--- config.mk ---
export PLATFORM = sky130hd
export DESIGN_NAME = sma_controller
export DESIGN_NICKNAME = d
export VERILOG_FILES = /design/src/hdl/sma_pkg.sv /design/src/hdl/sma_controller.sv
export SDC_FILE = /design/constraint.sdc
export NUM_CORES = 1
export LEC_CHECK = 0
export BUFFER_PORTS_ARGS = -buffer_cell sky130_fd_sc_hd__buf_2
export CAP_MARGIN = 15
export CORE_AREA = 2 2 83 85
export CTS_CLUSTER_SIZE = 20
export DETAILED_ROUTE_END_ITERATION = 12
export DIE_AREA = 0 0 85 87
export GPL_TIMING_DRIVEN = 0
export PLACE_DENSITY = 0.8
export SETUP_SLACK_MARGIN = 0.1
export SLEW_MARGIN = 20
export SYNTH_ARGS = -nofsm -noshare
export SYNTH_HDL_FRONTEND = slang
export SYNTH_SLANG_ARGS = --single-unit
--- constraint.sdc ---
create_clock -name clk -period 4 [get_ports clk]
set_input_delay 0.4 -clock clk [delete_from_list [all_inputs] [get_ports clk]]
set_output_delay 0.4 -clock clk [all_outputs]
set_load 0.005 [all_outputs]
--- src/hdl/sma_pkg.sv ---
// ---------------------------------------------------------------------------
// sma_pkg
// shared types and constants for the small matrix arithmetic core
// ---------------------------------------------------------------------------
package sma_pkg;

    localparam int FRAC_BITS = 16;

    localparam logic [2:0] OP_ADD = 3'd0;
    localparam logic [2:0] OP_SUB = 3'd1;
    localparam logic [2:0] OP_NEG = 3'd2;
    localparam logic [2:0] OP_SCALE = 3'd3;
    localparam logic [2:0] OP_MUL = 3'd4;
    localparam logic [2:0] OP_UNKNOWN = 3'd7;

    localparam logic [1:0] MODE_LOAD_A = 2'd0;
    localparam logic [1:0] MODE_LOAD_B = 2'd1;
    localparam logic [1:0] MODE_COMPUTE = 2'd2;
    localparam logic [1:0] MODE_UNUSED = 2'd3;

    localparam logic [2:0] REG_OPERATION = 3'd0;
    localparam logic [2:0] REG_A_ROWS = 3'd1;
    localparam logic [2:0] REG_A_COLS = 3'd2;
    localparam logic [2:0] REG_B_ROWS = 3'd3;
    localparam logic [2:0] REG_B_COLS = 3'd4;
    localparam logic [2:0] REG_SCALE = 3'd5;

    typedef struct packed {
        logic [1:0]  mode;
        logic [31:0] element_value;
    } in_word_t;

    typedef struct packed {
        logic [31:0] result_value;
        logic        final_flag;
        logic        dimension_error;
    } out_word_t;

    // controller to datapath
    typedef struct packed {
        logic clear_acc;   // start a new element
        logic issue;       // launch a read and multiply step
        logic emit;        // take the accumulated element to the output
        logic last;        // element is the last of the run
        logic error;       // emit the error word
    } dp_cmd_t;

endpackage

--- src/hdl/sma_controller.sv ---
// ---------------------------------------------------------------------------
// sma_controller
// load counters and the compute sequencer over rows, columns and terms
// ---------------------------------------------------------------------------
module sma_controller
    import sma_pkg::*;
#(
    parameter int MAX_DIM = 8,
    parameter int AW = 6,
    parameter int DW = 3
)
(
    input  logic          clk,
    input  logic          rst_n,
    input  logic          in_valid,
    input  logic [1:0]    in_mode,
    output logic          in_stall,
    input  logic [2:0]    operation,
    input  logic [3:0]    a_rows,
    input  logic [3:0]    a_cols,
    input  logic [3:0]    b_rows,
    input  logic [3:0]    b_cols,
    input  logic          out_valid,
    input  logic          out_stall,
    output logic          a_we,
    output logic          b_we,
    output logic [AW-1:0] wr_addr,
    output logic [AW-1:0] a_addr,
    output logic [AW-1:0] b_addr,
    output dp_cmd_t       cmd
);

    localparam int DEPTH = MAX_DIM * MAX_DIM;
    localparam logic [1:0] ST_IDLE = 2'd0;
    localparam logic [1:0] ST_ISSUE = 2'd1;
    localparam logic [1:0] ST_DRAIN = 2'd2;
    localparam logic [1:0] ST_EMIT = 2'd3;

    logic [1:0]  state_reg, state_next;
    logic [AW:0] a_cnt_reg, b_cnt_reg;
    logic [DW:0] i_reg, j_reg, k_reg;
    logic [1:0]  drain_reg;
    logic [DW:0] rows, cols, terms;
    logic        ok, take, is_mul;

    function automatic logic dim_ok(input logic [3:0] d);
        return (d != 4'd0) && ({28'd0, d} <= 32'(MAX_DIM));
    endfunction

    assign is_mul = (operation == OP_MUL);
    assign rows = (DW+1)'(a_rows);
    assign cols = is_mul ? (DW+1)'(b_cols) : (DW+1)'(a_cols);
    assign terms = is_mul ? (DW+1)'(a_cols) : (DW+1)'(1);

    always_comb
    begin
        ok = dim_ok(a_rows) && dim_ok(a_cols);
        case (operation)
            OP_ADD, OP_SUB: ok = ok && a_rows == b_rows && a_cols == b_cols;
            OP_NEG, OP_SCALE: ok = ok;
            OP_MUL: ok = ok && dim_ok(b_cols) && a_cols == b_rows;
            default: ok = 1'b0;
        endcase
    end

    assign in_stall = (state_reg != ST_IDLE) || (out_valid && out_stall);
    assign take = in_valid && !in_stall;
    assign a_we = take && in_mode == MODE_LOAD_A && a_cnt_reg < (AW+1)'(DEPTH);
    assign b_we = take && in_mode == MODE_LOAD_B && b_cnt_reg < (AW+1)'(DEPTH);
    assign wr_addr = (in_mode == MODE_LOAD_A) ? a_cnt_reg[AW-1:0] : b_cnt_reg[AW-1:0];

    // element addresses: elementwise use i*cols+j, product uses a[i][k], b[k][j]
    always_comb
    begin
        if (is_mul)
        begin
            a_addr = AW'(i_reg) * AW'(a_cols) + AW'(k_reg);
            b_addr = AW'(k_reg) * AW'(b_cols) + AW'(j_reg);
        end
        else
        begin
            a_addr = AW'(i_reg) * AW'(a_cols) + AW'(j_reg);
            b_addr = a_addr;
        end
    end

    always_comb
    begin
        state_next = state_reg;
        cmd = '0;
        cmd.last = (i_reg + 1'b1 == rows) && (j_reg + 1'b1 == cols);
        case (state_reg)
            ST_IDLE:
            begin
                if (take && in_mode == MODE_COMPUTE)
                begin
                    if (ok)
                    begin
                        cmd.clear_acc = 1'b1;
                        state_next = ST_ISSUE;
                    end
                    else
                        cmd.error = 1'b1;
                end
            end
            ST_ISSUE:
            begin
                cmd.issue = 1'b1;
                if (k_reg + 1'b1 == terms)
                    state_next = ST_DRAIN;
            end
            ST_DRAIN:
            begin
                if (drain_reg == 2'd2)
                    state_next = ST_EMIT;
            end
            ST_EMIT:
            begin
                if (!(out_valid && out_stall))
                begin
                    cmd.emit = 1'b1;
                    cmd.clear_acc = 1'b1;
                    state_next = cmd.last ? ST_IDLE : ST_ISSUE;
                end
            end
            default: state_next = ST_IDLE;
        endcase
    end

    always_ff @(posedge clk or negedge rst_n)
    begin
        if (!rst_n)
        begin
            state_reg <= ST_IDLE;
            a_cnt_reg <= '0;
            b_cnt_reg <= '0;
            i_reg <= '0;
            j_reg <= '0;
            k_reg <= '0;
            drain_reg <= '0;
        end
        else
        begin
            state_reg <= state_next;
            if (a_we)
                a_cnt_reg <= a_cnt_reg + 1'b1;
            if (b_we)
                b_cnt_reg <= b_cnt_reg + 1'b1;
            if (take && in_mode == MODE_COMPUTE)
            begin
                a_cnt_reg <= '0;
                b_cnt_reg <= '0;
                i_reg <= '0;
                j_reg <= '0;
                k_reg <= '0;
            end
            if (state_reg == ST_ISSUE && k_reg + 1'b1 != terms)
                k_reg <= k_reg + 1'b1;
            drain_reg <= (state_reg == ST_DRAIN) ? drain_reg + 1'b1 : 2'd0;
            if (cmd.emit)
            begin
                k_reg <= '0;
                if (j_reg + 1'b1 == cols)
                begin
                    j_reg <= '0;
                    i_reg <= i_reg + 1'b1;
                end
                else
                    j_reg <= j_reg + 1'b1;
            end
        end
    end

endmodule

==> metrics.cfg <==
[critical_path]
timing.critical_path.from=i_reg[2]
worstPathMaxFanout=4
worst_ep_required_time_ps=3600
path_class=reg2out
arrival_ps=3410
startpoint_type=register
r2r_start=state_reg[0]
crit_path_end_kind=primary output

[timing]
slew_viol_final=0
setup_violations=0
hold_viol_final=0
worst_pin_slew_ps=698
maxSlewHeadroom_pct=53.1
final.setup_skew_ps=7.29
period_needed_ps=3810
fmax_mhz=262
period_share_pct=95.3
holdWs_ps=156
grt_setup_unrepaired=yes
fin_setup_tns_ps=0

[power]
seqPwrFrac_pct=25.2
p_total_mw=1.85
p_int_mw=1.03
switching_share_pct=44.1
p_switching_mw=0.813
comb_power_share_pct=60.8
p_per_area_nw_per_um2=446
peakVddDrop_mv=0.302
leakagePower_nw=2.09
p_clk_share_pct=14.1

[finish]
antenna_cells=0
finalNetCount=525
most-common-layout-cells=52 x buf_2, 38 x xnor2_1, 33 x ha_1
syn_to_final_growth_pct=20.1
layout_commonest_cell=buf_2
layout-drive-gt1-share_pct=26.5
design_area_um2=4140

[clock_tree]
root_buffer=clkbuf_8
clk_latency_ps=280
clockBufferDepth=2
cts.sinks=30
clkTransAtPathRegs_ps=70
h-tree-depth=2
cts_tree=done
cts_hold_buf=0
cts_inserted_buffers=5

[die]
fp.dieW_um=85
boundaryPins=52
row_count=30
initial_core_util_pct=52.4
dieHeight_um=87
dieArea_um2=7400
coreArea_um2=6570

[routing]
wl_per_cell_um=16.2
totalWireLength_mm=8.62
routed_via_density=5.69
drt_first_pass_iters=4
drc=0
ant_nets=0
num_vias=3026
drt_iter0_markers=147

[run]
maxCapViolCount=0

[logic_synthesis]
synth_flop_cell=dfrtp_1
netlist_area_um2=3440
seq_area_frac_synth_pct=21.8
synthArstFlopShare_pct=100
syn_avg_cell_area_um2=9.06
syn_nets=454
yosys_warnings=0
ys_types=59
ys_seq_elements=30
netlist_instances=380
synth_edf_count=0

[global_routing]
grt_util_all_layers_pct=23.2
globalRouteOverflowTotal=0
antenna_found_initial=0
grt_first_pass_wirelength_mm=14.0
grt_pass1_vias=3008
grt_max_degree=31

[status]
status=finished clean

[hold_path]
hp-class=in2async

[placement]
routabilityCongestion=0.835
dp_hpwl_mm=6.57
dpl-instance-area_um2=3790
port_buffers=50

## Yosys cell counts, types with 2 or more instances
| library cell | n | area (um2) |
|---|---|---|
| xnor2_1 | 38 | 333 |
| ha_1 | 36 | 450 |
| nand2_1 | 33 | 124 |
| dfrtp_1 | 30 | 751 |
| nor2_1 | 23 | 86.3 |
| inv_1 | 20 | 75.1 |
| xor2_1 | 20 | 175 |
| and2_1 | 19 | 119 |
| a21oi_1 | 17 | 85.1 |
| fa_1 | 12 | 240 |
| nand3_1 | 12 | 60.1 |
| nand4_1 | 11 | 68.8 |
| clkbuf_1 | 9 | 33.8 |
| mux2i_1 | 9 | 90.1 |
| o21ai_0 | 9 | 45.0 |
| a21o_1 | 8 | 60.1 |
| nor3_1 | 7 | 35.0 |
| mux2_2 | 6 | 67.6 |
| nand2b_1 | 6 | 37.5 |
| o211ai_1 | 5 | 37.5 |
| a31oi_1 | 3 | 18.8 |
| buf_2 | 3 | 15.0 |
| nand4b_1 | 2 | 17.5 |
| nor4_2 | 2 | 25.0 |
| nor4b_4 | 2 | 47.6 |
| o21ai_1 | 2 | 10.0 |
| o41ai_1 | 2 | 17.5 |
| or2_2 | 2 | 12.5 |
| or3_1 | 2 | 12.5 |
## per-layer routing
metal  vias to the layer above  wire length [um]  GRT usage, %
met5                         -                 0             0
met4                         0               167          6.64
met3                        15               384          2.94
met2                        83              4260          40.8
met1                      1449              3810          30.1
li1                       1479                 -             -
## area by class of cell
| class | count | area [um2] |
|---|---|---|
| multi-input combinational | 315 | 2650 |
| sequential | 30 | 754 |
| timing repair buffer | 67 | 378 |
| tap | 80 | 100 |
| clock buffer | 6 | 82.6 |
| buffer | 11 | 81.3 |
| fill | 538 | 2430 |
| clock inverter | 2 | 12.5 |
| inverter | 21 | 78.8 |
## timing repair
action                                  in CTS  in global routing
endpoints found under the setup margin       6                  4
setup buffers                                4                 13
gates resized for setup                     13                 20
pin swaps                                    6                  9
## critical path, stage by stage (launching register included)
cell and delay, ps:
dfrtp_1 340, buf_6 120, nand2_4 50, fa_1 560, inv_2 50, fa_1 500, fa_2 670, ha_4 240
a21oi_2 190, xnor2_1 130, o21ai_1 160, buf_2 130
## power groups by stage
stage          sequential, mW  combinational [mW]  clock (mW)
2_1_floorplan           0.449               0.712           0
3_5_place_dp            0.479               0.980           0
3_3_place_gp            0.475               0.935           0
4_1_cts                 0.470                1.04       0.262
5_1_grt                 0.475                1.24       0.277
6_report                0.464                1.12       0.260
## through the flow
step / utilization [%] / std cells / setup slack [ps]
after floorplan: - / 380 / 358
after global placement: 57.8 / 510 / -112
after detailed placement: 57.8 / 510 / -195
after CTS: 60.5 / 519 / 133
after global routing: 63.0 / 532 / 26.0
final: 63.0 / 532 / 187
## path summary, 6_finish.rpt
path                                 to  cells past startpoint  slack [ps]
max                           b_addr[4]                     11         190
min                            i_reg[3]                      1         160
max reg2reg                state_reg[1]                      8        1330
min reg2reg                drain_reg[0]                      1         420
max in group asynchronous      k_reg[1]                      1        3360
min in group clk           drain_reg[0]                      1         420
## cell families (layout without fill, tap and decap cells)
group / Yosys count / after routing / share of synthesized area (%)
flops: 30 / 30 / 21.8
fa+ha+maj: 48 / 48 / 20.1
mux: 16 / 16 / 4.90
compound gates: 63 / 63 / 13.0
buf+inv: 35 / 107 / 4.25
xor+xnor: 58 / 58 / 14.7
simple gates: 130 / 130 / 21.2
Note: power is estimated with default switching activity, not from simulation.
